==> config.mk <==
export PLATFORM = sky130hd
export DESIGN_NAME = all_zero_window_search
export DESIGN_NICKNAME = d
export VERILOG_FILES = /design/src/sv/azws_pkg.sv /design/src/sv/azws_cell.sv /design/src/sv/all_zero_window_search.sv
export SDC_FILE = /design/constraint.sdc
export NUM_CORES = 1
export LEC_CHECK = 0
export BUFFER_PORTS_ARGS = -buffer_cell sky130_fd_sc_hd__buf_4
export CORE_ASPECT_RATIO = 1.5
export CORE_UTILIZATION = 45
export DETAILED_ROUTE_END_ITERATION = 6
export GPL_TIMING_DRIVEN = 0
export HOLD_SLACK_MARGIN = 0.05
export PLACE_DENSITY_LB_ADDON = 0.25
export SYNTH_ARGS = -nofsm -noshare
export SYNTH_HDL_FRONTEND = slang
export SYNTH_SLANG_ARGS = --single-unit
export TNS_END_PERCENT = 100
==> constraint.sdc <==
create_clock -name i_clk -period 38 [get_ports i_clk]
set_input_delay 7.6 -clock i_clk [delete_from_list [all_inputs] [get_ports i_clk]]
set_output_delay 7.6 -clock i_clk [all_outputs]
set_load 0.1 [all_outputs]
==> src/sv/azws_pkg.sv <==
// Shared constants and types of the all-zero window search.
package azws_pkg;

    localparam int MAX_COLS_DEF = 64;
    localparam int MAX_ROWS_DEF = 64;

    localparam int CFG_W     = 7;
    localparam int CFG_IDX_W = 3;
    localparam int RUN_W     = 7;
    localparam int POS_W     = 6;

    localparam logic [CFG_IDX_W-1:0] REG_NUM_ROWS = 3'd0;
    localparam logic [CFG_IDX_W-1:0] REG_NUM_COLS = 3'd1;
    localparam logic [CFG_IDX_W-1:0] REG_WIN_ROWS = 3'd2;
    localparam logic [CFG_IDX_W-1:0] REG_WIN_COLS = 3'd3;

    localparam logic [CFG_W-1:0] NUM_ROWS_RST = 7'd8;
    localparam logic [CFG_W-1:0] NUM_COLS_RST = 7'd8;
    localparam logic [CFG_W-1:0] WIN_ROWS_RST = 7'd2;
    localparam logic [CFG_W-1:0] WIN_COLS_RST = 7'd2;

    // Broadcast to every cell of the column-run chain.
    typedef struct packed {
        logic             shift;
        logic [RUN_W-1:0] run;
    } t_cell_ctl;

endpackage

==> src/sv/azws_cell.sv <==
// One stage of the column zero-run delay chain.
module azws_cell #(
    parameter int IDX   = 0,
    parameter int PTR_W = 1
) (
    input  logic                      i_clk,
    input  azws_pkg::t_cell_ctl       i_ctl,
    input  logic [PTR_W-1:0]          i_ins_pt,
    input  logic [azws_pkg::RUN_W-1:0] i_left,
    output logic [azws_pkg::RUN_W-1:0] o_run
);

    logic [azws_pkg::RUN_W-1:0] r_run;

    // Take the fresh count at the insertion point, else advance from the left.
    always_ff @(posedge i_clk) begin
        if (i_ctl.shift) begin
            r_run <= (i_ins_pt == PTR_W'(IDX)) ? i_ctl.run : i_left;
        end
    end

    assign o_run = r_run;

endmodule

==> src/sv/all_zero_window_search.sv <==
// Top level of the all-zero window search over a raster-order binary matrix.
//
// Input channel: one matrix cell per request on i_cell_req, raster order,
// with i_in_valid / o_in_ready. Output channel: one result per input request
// (o_match, o_top_row, o_left_col, o_frame_end) with o_out_valid /
// i_out_ready. A result reports whether the window ending at that cell is all
// zeros, and if so its top-left corner; o_frame_end marks the matrix's last cell.
//
// Throughput is one request per cycle unless the receiver stalls, and each
// result goes straight into the output register. The per-column zero counts
// live in a chain of MAX_COLS cells: each accepted request enters its count at
// cell MAX_COLS - num_cols and the chain advances, so the last cell always
// holds the same column of the row above.
//
// While the receiver stalls, the held result stays put and o_in_ready drops
// only if the output register is still full. Reset (synchronous, active low)
// restores the default sizes (8 x 8 matrix, 2 x 2 window), restarts the frame
// and empties the output register; the chain needs no clearing, since row 0
// always rewrites it before use. A known-index write also restarts the frame.
module all_zero_window_search #(
    parameter int MAX_COLS = azws_pkg::MAX_COLS_DEF,
    parameter int MAX_ROWS = azws_pkg::MAX_ROWS_DEF
) (
    input  logic                           i_clk,
    input  logic                           i_rst_n,
    input  logic                           i_cfg_we,
    input  logic [azws_pkg::CFG_IDX_W-1:0] i_cfg_idx,
    input  logic [azws_pkg::CFG_W-1:0]     i_cfg_data,
    input  logic                           i_in_valid,
    output logic                           o_in_ready,
    input  logic                           i_cell_req,
    output logic                           o_out_valid,
    input  logic                           i_out_ready,
    output logic                           o_match,
    output logic [azws_pkg::POS_W-1:0]     o_top_row,
    output logic [azws_pkg::POS_W-1:0]     o_left_col,
    output logic                           o_frame_end
);

    localparam int RW  = (MAX_ROWS > 1) ? $clog2(MAX_ROWS) : 1;
    localparam int CLW = (MAX_COLS > 1) ? $clog2(MAX_COLS) : 1;
    localparam int BW  = (RW > CLW) ? RW : CLW;
    localparam int CW  = ((BW > azws_pkg::CFG_W) ? BW : azws_pkg::CFG_W) + 1;
    localparam int RUN_W = azws_pkg::RUN_W;
    localparam int POS_W = azws_pkg::POS_W;

    // Configuration registers
    logic [azws_pkg::CFG_W-1:0] r_num_rows, r_num_cols, r_win_rows, r_win_cols;

    // Frame position and horizontal run
    logic [RW-1:0]    r_row;
    logic [CLW-1:0]   r_col;
    logic [RUN_W-1:0] r_qrun;

    // Output register
    logic             r_out_valid, r_match, r_frame_end;
    logic [POS_W-1:0] r_top_row, r_left_col;

    logic [azws_pkg::CFG_W-1:0] w_rows, w_cols, w_wr, w_wc;
    logic [CLW-1:0]   w_ins_pt;
    logic [CW-1:0]    w_row_ext, w_col_ext, w_rows_ext, w_cols_ext;
    logic [CW-1:0]    w_row_inc, w_col_inc;
    logic [RUN_W-1:0] w_tail, w_run_prev, n_run, w_hrun_prev, n_qrun;
    logic             w_accept, w_cfg_hit, w_qual, n_match, n_frame_end;
    logic [POS_W-1:0] n_top_row, n_left_col;
    logic [RW-1:0]    n_row;
    logic [CLW-1:0]   n_col;
    azws_pkg::t_cell_ctl w_ctl;
    logic [RUN_W-1:0] w_chain [MAX_COLS];

    assign o_in_ready = !r_out_valid || i_out_ready;
    assign w_accept   = i_in_valid && o_in_ready;

    // Size clamping: zero acts as one, matrix sizes cap at the maximum.
    always_comb begin
        w_rows = r_num_rows;
        if (r_num_rows == '0) begin
            w_rows = 7'd1;
        end else if (32'(r_num_rows) > MAX_ROWS) begin
            w_rows = 7'(MAX_ROWS);
        end
        w_cols = r_num_cols;
        if (r_num_cols == '0) begin
            w_cols = 7'd1;
        end else if (32'(r_num_cols) > MAX_COLS) begin
            w_cols = 7'(MAX_COLS);
        end
        w_wr = (r_win_rows == '0) ? 7'd1 : r_win_rows;
        w_wc = (r_win_cols == '0) ? 7'd1 : r_win_cols;
    end

    assign w_ins_pt = CLW'(MAX_COLS - int'(w_cols));

    assign w_row_ext  = CW'(r_row);
    assign w_col_ext  = CW'(r_col);
    assign w_rows_ext = CW'(w_rows);
    assign w_cols_ext = CW'(w_cols);
    assign w_row_inc  = w_row_ext + CW'(1);
    assign w_col_inc  = w_col_ext + CW'(1);

    assign w_tail = w_chain[MAX_COLS-1];

    // Vertical run, horizontal run and the match decision for this cell.
    always_comb begin
        w_run_prev = (r_row == '0) ? '0 : w_tail;
        if (i_cell_req) begin
            n_run = '0;
        end else if (w_run_prev < w_wr) begin
            n_run = w_run_prev + RUN_W'(1);
        end else begin
            n_run = w_run_prev;
        end

        w_qual      = (n_run >= w_wr);
        w_hrun_prev = (r_col == '0) ? '0 : r_qrun;
        if (!w_qual) begin
            n_qrun = '0;
        end else if (w_hrun_prev < w_wc) begin
            n_qrun = w_hrun_prev + RUN_W'(1);
        end else begin
            n_qrun = w_hrun_prev;
        end

        n_match     = w_qual && (n_qrun >= w_wc);
        n_top_row   = n_match ? POS_W'(w_row_inc[POS_W-1:0] - w_wr[POS_W-1:0]) : '0;
        n_left_col  = n_match ? POS_W'(w_col_inc[POS_W-1:0] - w_wc[POS_W-1:0]) : '0;
        n_frame_end = (w_row_inc == w_rows_ext) && (w_col_inc == w_cols_ext);

        // Advance the raster position, wrapping at the matrix edges.
        n_col = r_col;
        n_row = r_row;
        if (w_col_inc >= w_cols_ext) begin
            n_col = '0;
            n_row = (w_row_inc >= w_rows_ext) ? '0 : RW'(w_row_inc);
        end else begin
            n_col = CLW'(w_col_inc);
        end
    end

    assign w_cfg_hit = i_cfg_we && (i_cfg_idx == azws_pkg::REG_NUM_ROWS ||
                                    i_cfg_idx == azws_pkg::REG_NUM_COLS ||
                                    i_cfg_idx == azws_pkg::REG_WIN_ROWS ||
                                    i_cfg_idx == azws_pkg::REG_WIN_COLS);

    // Configuration registers; unknown indexes are dropped.
    always_ff @(posedge i_clk) begin
        if (!i_rst_n) begin
            r_num_rows <= azws_pkg::NUM_ROWS_RST;
            r_num_cols <= azws_pkg::NUM_COLS_RST;
            r_win_rows <= azws_pkg::WIN_ROWS_RST;
            r_win_cols <= azws_pkg::WIN_COLS_RST;
        end else if (i_cfg_we) begin
            unique case (i_cfg_idx)
                azws_pkg::REG_NUM_ROWS: r_num_rows <= i_cfg_data;
                azws_pkg::REG_NUM_COLS: r_num_cols <= i_cfg_data;
                azws_pkg::REG_WIN_ROWS: r_win_rows <= i_cfg_data;
                azws_pkg::REG_WIN_COLS: r_win_cols <= i_cfg_data;
                default: ;
            endcase
        end
    end

    // Frame position; a register write restarts the frame.
    always_ff @(posedge i_clk) begin
        if (!i_rst_n) begin
            r_row  <= '0;
            r_col  <= '0;
            r_qrun <= '0;
        end else if (w_cfg_hit) begin
            r_row  <= '0;
            r_col  <= '0;
            r_qrun <= '0;
        end else if (w_accept) begin
            r_row  <= n_row;
            r_col  <= n_col;
            r_qrun <= n_qrun;
        end
    end

    // Output register: load on accept, empty once taken.
    always_ff @(posedge i_clk) begin
        if (!i_rst_n) begin
            r_out_valid <= 1'b0;
        end else if (w_accept) begin
            r_out_valid <= 1'b1;
        end else if (i_out_ready) begin
            r_out_valid <= 1'b0;
        end
    end

    always_ff @(posedge i_clk) begin
        if (w_accept) begin
            r_match     <= n_match;
            r_top_row   <= n_top_row;
            r_left_col  <= n_left_col;
            r_frame_end <= n_frame_end;
        end
    end

    // Column run chain
    assign w_ctl.shift = w_accept;
    assign w_ctl.run   = n_run;

    for (genvar g = 0; g < MAX_COLS; g++) begin : g_cell
        logic [RUN_W-1:0] w_left;
        if (g == 0) begin : g_head
            assign w_left = n_run;
        end else begin : g_body
            assign w_left = w_chain[g-1];
        end
        azws_cell #(
            .IDX   (g),
            .PTR_W (CLW)
        ) u_cell (
            .i_clk    (i_clk),
            .i_ctl    (w_ctl),
            .i_ins_pt (w_ins_pt),
            .i_left   (w_left),
            .o_run    (w_chain[g])
        );
    end

    assign o_out_valid = r_out_valid;
    assign o_match     = r_match;
    assign o_top_row   = r_top_row;
    assign o_left_col  = r_left_col;
    assign o_frame_end = r_frame_end;

endmodule

==> flow_metrics.env, run 1 <==
export IMPL_grt_pass1_wl_um=89560
export IMPL_ioPinCount=32
export IMPL_vias=16050
export IMPL_final_common_cell="edfxtp_1"
export IMPL_rrSetupSlack_ns=29.58
export IMPL_wl_um=58480
export IMPL_drt_first_pass_iters=7
export IMPL_fin_ws_ns=22.28
export IMPL_cts_buffers=46
export IMPL_initial_core_util_pct=45.80
export IMPL_p_seq_share_pct=54.5
export IMPL_r2r_end="o_left_col[3]$_SDFFCE_PN0P_"
export IMPL_rows=100
export IMPL_r2r_start="r_row[3]$_SDFFE_PP0P_"
export IMPL_cp_max_fo=3
export IMPL_drt_met1_wl_um=22420
export IMPL_critPathKind="primary input to primary output"
export IMPL_worstSkewPairLatency_ns=0.58
export IMPL_post_cts_setup_buffers=0
export IMPL_max_slew_margin_rel_pct=18.58
export IMPL_via_per_inst=5.545
export IMPL_leakage_uw=0.009649
export IMPL_place_ws_ns=22.26
export IMPL_grt_pass1_vias=15840
export IMPL_holdPathStages=2
export IMPL_async_flop_share_pct=0
export IMPL_syn_area_per_cell_um2=10.78
export IMPL_cts_hold_buffers=0
export IMPL_max_freq_ghz=0.06360
export IMPL_wl_per_cell_um=20.21
export IMPL_yosysWarnings=0
export IMPL_cap_violations=0
export IMPL_cts_sinks=510
export IMPL_hold_ws_ns=0.4526
export IMPL_syn_inst=2115
export IMPL_multi_input_area_um2=7298
export IMPL_p_clk_share_pct=39.1
export IMPL_core_area_um2=49800
export IMPL_intPower_uw=941.5
export IMPL_place_gp_congestion=0.8765
export IMPL_track_usage_pct=23.05
export IMPL_ys_ff_latch=510
export IMPL_final_cell_mix="edfxtp_1 (462), nand2_1 (426), o21ai_0 (270), nor2_1 (214), a21oi_1 (176)"
export IMPL_cp_endpoint="o_in_ready"
export IMPL_hold_violations=0
export IMPL_p_sw_uw=274.2
export IMPL_dpl_hpwl_um=40720
export IMPL_antenna_found_initial=0
export IMPL_synth_top_area_share_pct=60.83
export IMPL_crit_arrival_ns=8.12
export IMPL_setup_tns_ns=0
export IMPL_yosys_area_top_type="edfxtp_1"
export IMPL_highest_layer="met4"
export IMPL_clkTransAtPathRegs_ns=0.06
export IMPL_grt_ovfl_total=0
export IMPL_syn_area_um2=22810
export IMPL_htreeDepth=2
export IMPL_critPathLaunch="i_out_ready"
export IMPL_ys_top_cells_by_area="edfxtp_1 (61%), nand2_1 (7.0%), o21ai_0 (5.9%), dfxtp_1 (4.2%), a21oi_1 (3.9%)"
export IMPL_seqCellArea_um2=14830
export IMPL_cts_resized=0
export IMPL_fin_nets=2271
export IMPL_powerDensity_nw_per_um2=47.71
export IMPL_antennaDiodeCount=0
export IMPL_end_kind="primary output"
export IMPL_min_path_type="flip-flop to flip-flop"
export IMPL_p_comb_share_pct=6.4
export IMPL_ys_types=57
export IMPL_tightest_slew_ns=1.221
export IMPL_post_route_drc_count=0
export IMPL_synth_enable_flop_cells=462
export IMPL_cts_tree="yes"
export IMPL_cts_root_buf="clkbuf_16"
export IMPL_outcome="finished, final reports clean"
export IMPL_finalSetupViolCount=0
export IMPL_ir_worst_vdd_mv=0.03538
export IMPL_n_fill_cell=4561
export IMPL_drive_gt1_share_pct=5.065
export IMPL_swShare_pct=22.56
export IMPL_crit_path_start_kind="primary input"
export IMPL_final_max_slew_violation_count=0
export IMPL_synth_nets=2188
export IMPL_cts_buffer_depth=3
export IMPL_ys_seq_area_share_pct=65.04
export IMPL_grt_max_degree=108
export IMPL_port_buffers=30
export IMPL_die_x_um=185.8
export IMPL_period_minus_slack_ns=15.72
export IMPL_met3_length_um=2848
export IMPL_area_growth_pct=11.73
export IMPL_wl_met2_um=30590
export IMPL_die_area_um2=51610
export IMPL_ant_nets=0
export IMPL_fin_crit_sh_pct=41.38
export IMPL_rr_worst_depth=28
export IMPL_die_y_um=277.7
export IMPL_drt_iter0_drc=1469
export IMPL_rsz0062_at_grt="no"
export IMPL_ys_flop_type="edfxtp_1"
export IMPL_critPathRequiredTime_ns=30.40
export IMPL_skew_ns=0.02688
==> power by group through the flow <==
stage	Clock, uW	Sequential [uW]	Combinational [uW]
detailed placement	0	674	77.7
global route	502	665	86.3
finish	476	662	77.6
global placement	0	692	73.7
floorplan	0	688	47.1
CTS	482	662	77.9
==> cell usage after synthesis, types with 25 or more instances <==
cell,number
o21ai_0,270
inv_1,48
dfxtp_1,48
o21ai_1,40
a21oi_1,176
nand2_1,426
a21boi_0,25
edfxtp_1,462
nor2_1,214
nand3_1,35
ha_1,55
clkbuf_1,119
==> layer usage <==
layer	vias to the layer above	track usage, %
li1	7669	-
met1	7782	27.11
met2	471	41.43
met3	126	2.954
met4	0	10.13
met5	-	0
==> state kept, by name (all words and copies together) (netlist names) <==
register,flops
g_cell.u_cell.o_run,448
o_frame_end,1
o_left_col,6
o_match,1
o_out_valid,1
o_top_row,6
r_col,6
r_num_cols,7
r_num_rows,7
r_qrun,7
r_row,6
r_win_cols,7
r_win_rows,7
==> stage by stage <==
| step | util, % | total power [uW] | std cells | area (um^2) |
|---|---|---|---|---|
| 2_1_floorplan | - | 735.2 | 2115 | 22810 |
| 3_3_place_gp | 47.92 | 765.5 | 2808 | 23860 |
| 3_5_place_dp | 48.16 | 751.5 | 2813 | 23980 |
| 4_1_cts | 51.17 | 1222 | 2894 | 25480 |
| 5_1_grt | 51.17 | 1253 | 2894 | 25480 |
| 6_report | 51.17 | 1216 | 2894 | 25480 |
==> worst min-delay path by stage <==
stage	from	endpoint	slack, ns
2_1_floorplan	r_qrun[4]$_SDFFE_PP0P_	r_qrun[4]$_SDFFE_PP0P_	0.42
3_3_place_gp	r_qrun[4]$_SDFFE_PP0P_	r_qrun[4]$_SDFFE_PP0P_	0.44
3_5_place_dp	r_qrun[4]$_SDFFE_PP0P_	r_qrun[4]$_SDFFE_PP0P_	0.44
4_1_cts	r_qrun[4]$_SDFFE_PP0P_	r_qrun[4]$_SDFFE_PP0P_	0.46
5_1_grt	r_win_cols[4]$_SDFFE_PN0P_	r_win_cols[4]$_SDFFE_PN0P_	0.48
6_report	r_qrun[4]$_SDFFE_PP0P_	r_qrun[4]$_SDFFE_PP0P_	0.45
==> logic make-up (layout without fill, tap and decap cells) <==
| family | Yosys count | count (layout) | share of synthesized area (%) |
|---|---|---|---|
| mux | 1 | 1 | 0.04389 |
| simple gates | 776 | 776 | 14.19 |
| xor+xnor | 30 | 30 | 1.152 |
| compound gates | 564 | 564 | 13.42 |
| buf+inv | 177 | 293 | 2.957 |
| flops | 510 | 510 | 65.04 |
| fa+ha+maj | 57 | 57 | 3.193 |
==> area by class of cell <==
class,instances,area share (%)
timing repair buffer,35,1.345
multi-input combinational,1428,28.64
buffer,128,1.925
clock buffer,54,4.719
sequential,510,58.21
tap,663,3.255
clock inverter,27,1.159
inverter,49,0.7414
==> worst max-delay path: stages <==
cell and delay [ns]:
buf_4 0.11, nand2b_1 0.16, buf_4 0.24
Note: power is estimated with default switching activity, not from simulation.
==> run 2, diff against run 1 <==
==> constraint.sdc (replaced) <==
create_clock -name i_clk -period 13.13 [get_ports i_clk]
set_input_delay 2.626 -clock i_clk [delete_from_list [all_inputs] [get_ports i_clk]]
set_output_delay 2.626 -clock i_clk [all_outputs]
set_load 0.1 [all_outputs]
==> flow_metrics.env, run 2 (synthesis gave the netlist of run 1 again) <==
export IMPL_rows=100
export IMPL_cts_buffers=48
export IMPL_min_path_type="flip-flop to flip-flop"
export IMPL_grt_max_degree=185
export IMPL_setup_tns_ns=0
export IMPL_grt_pass1_wl_um=90090
export IMPL_crit_path_start_kind="primary input"
export IMPL_antenna_found_initial=1
export IMPL_final_common_cell="edfxtp_1"
export IMPL_finalSetupViolCount=0
export IMPL_rr_worst_depth=27
export IMPL_area_growth_pct=11.93
export IMPL_use_met3_pct=2.980
export IMPL_cts_tree="yes"
export IMPL_hold_violations=0
export IMPL_cap_violations=0
export IMPL_cts_root_buf="clkbuf_16"
export IMPL_die_x_um=185.8
export IMPL_max_freq_ghz=0.1178
export IMPL_htreeDepth=2
export IMPL_use_met2_pct=42.10
export IMPL_place_gp_congestion=0.8657
export IMPL_die_y_um=277.7
export IMPL_drt_iter0_drc=1492
export IMPL_wl_um=58690
export IMPL_antennaDiodeCount=0
export IMPL_drive_gt1_share_pct=5.638
export IMPL_rsz0062_at_grt="no"
export IMPL_instances_no_fill=2898
export IMPL_skew_ns=0.01766
export IMPL_initial_core_util_pct=45.80
export IMPL_wl_per_cell_um=20.25
export IMPL_port_buffers=30
export IMPL_cp_endpoint="o_left_col[3]$_SDFFCE_PN0P_"
export IMPL_cts_resized=0
export IMPL_post_cts_setup_buffers=0
export IMPL_outcome="finished, final reports clean"
export IMPL_final_max_slew_violation_count=0
export IMPL_leakage_uw=0.009662
export IMPL_period_minus_slack_ns=8.488
export IMPL_powerDensity_nw_per_um2=140.0
export IMPL_ir_worst_vdd_mv=0.1022
export IMPL_max_slew_margin_rel_pct=14.13
export IMPL_critPathLaunch="i_cell_req"
export IMPL_crit_arrival_ns=8.79
export IMPL_die_area_um2=51610
export IMPL_top_usage_layer="met2"
export IMPL_largest_reg_flops=448
export IMPL_r2r_end="o_left_col[3]$_SDFFCE_PN0P_"
export IMPL_via_per_inst=5.550
export IMPL_tightest_slew_ns=1.276
export IMPL_final_cell_mix="edfxtp_1 (462), nand2_1 (426), o21ai_0 (270), nor2_1 (214), a21oi_1 (176)"
export IMPL_cts_buffer_depth=3
export IMPL_critPathRequiredTime_ns=13.43
export IMPL_rrSetupSlack_ns=4.72
export IMPL_place_area_um2=23940
export IMPL_cts_hold_buffers=0
export IMPL_grt_pass1_vias=15910
export IMPL_use_met1_pct=27.14
export IMPL_end_kind="flip-flop"
export IMPL_drt_first_pass_iters=5
export IMPL_ioPinCount=32
export IMPL_track_usage_pct=23.25
export IMPL_post_route_drc_count=0
export IMPL_place_ws_ns=3.961
export IMPL_dpl_cell_count=2810
export IMPL_ant_nets=0
export IMPL_cp_max_fo=10
export IMPL_r2r_start="r_row[3]$_SDFFE_PP0P_"
export IMPL_worstSkewPairLatency_ns=0.58
export IMPL_critPathKind="primary input to flip-flop"
export IMPL_fin_crit_sh_pct=64.64
export IMPL_total_power_uw=3574
export IMPL_grt_ovfl_total=0
export IMPL_fin_ws_ns=4.642
export IMPL_fin_area_um2=25530
export IMPL_vias=16090
export IMPL_clkTransAtPathRegs_ns=0.06
export IMPL_fin_nets=2270
export IMPL_cts_sinks=510
export IMPL_core_area_um2=49800
export IMPL_dpl_hpwl_um=40400
==> run 2: changes by cell type in the layout (fill, tap and decap cells not counted), sizes merged <==
cell      previous run  this run
clkinvlp             1         6
clkbuf             173       177
bufinv               6         5
clkinv              18        19
inv                 51        49
buf                 44        41
==> run 2: critical path: stages <==
cell	delay [ns]
clkbuf_1	0.30
inv_1	0.12
and2_1	0.19
nand3_1	0.09
nor2_1	0.05
a311oi_2	0.75
clkbuf_1	0.86
inv_1	0.28
ha_1	0.39
nand2_1	0.05
o21ai_0	0.14
a21oi_1	0.11
o21ai_1	0.57
nand2_1	0.12
ha_1	0.31
nand2b_1	0.14
a21o_1	0.17
a21o_1	0.17
a211oi_1	0.22
o21ai_0	0.12
o211ai_1	0.28
clkbuf_1	0.57
nor2_1	0.14
==> run 2: metrics by stage <==
stage	hold slack (ns)	utilization, %
floorplan	0.4249	-
global placement	0.4415	47.92
detailed placement	0.4486	48.07
CTS	0.4629	51.26
global route	0.4992	51.26
finish	0.4593	51.26
==> run 2: layer usage <==
layer  vias to the layer above  wire (um)
met5                         -          0
met4                         0       2534
met3                       131       3013
met2                       488      31090
met1                      7783      22050
li1                       7683          -
==> run 2: how the worst min path moves through the flow <==
stage,startpoint,to,slack [ns],depth (start not counted)
floorplan,r_qrun[4]$_SDFFE_PP0P_,r_qrun[4]$_SDFFE_PP0P_,0.42,2
global placement,r_qrun[4]$_SDFFE_PP0P_,r_qrun[4]$_SDFFE_PP0P_,0.44,2
detailed placement,r_qrun[4]$_SDFFE_PP0P_,r_qrun[4]$_SDFFE_PP0P_,0.45,2
CTS,r_qrun[4]$_SDFFE_PP0P_,r_qrun[4]$_SDFFE_PP0P_,0.46,2
global route,r_qrun[2]$_SDFFE_PP0P_,r_qrun[2]$_SDFFE_PP0P_,0.50,1
finish,r_qrun[4]$_SDFFE_PP0P_,r_qrun[4]$_SDFFE_PP0P_,0.46,2
==> run 2: power breakdown <==
group	leakage [uW]	switching, uW	internal (uW)
clock	0.000766	634	800
combinational	0.00402	159	63.2
sequential	0.00488	31.4	1890
total	0.00966	825	2750
==> run 2: layout make-up <==
cell class / count / area [um^2]
plain buffers: 128 / 490.5
clock buffers: 58 / 1281
clock inverters: 30 / 311.5
fillers: 4576 / 24270
inverters: 49 / 196.4
multi-input cells: 1428 / 7305
flip-flops and latches: 510 / 14830
well taps: 663 / 829.5
repair buffers: 32 / 280.3
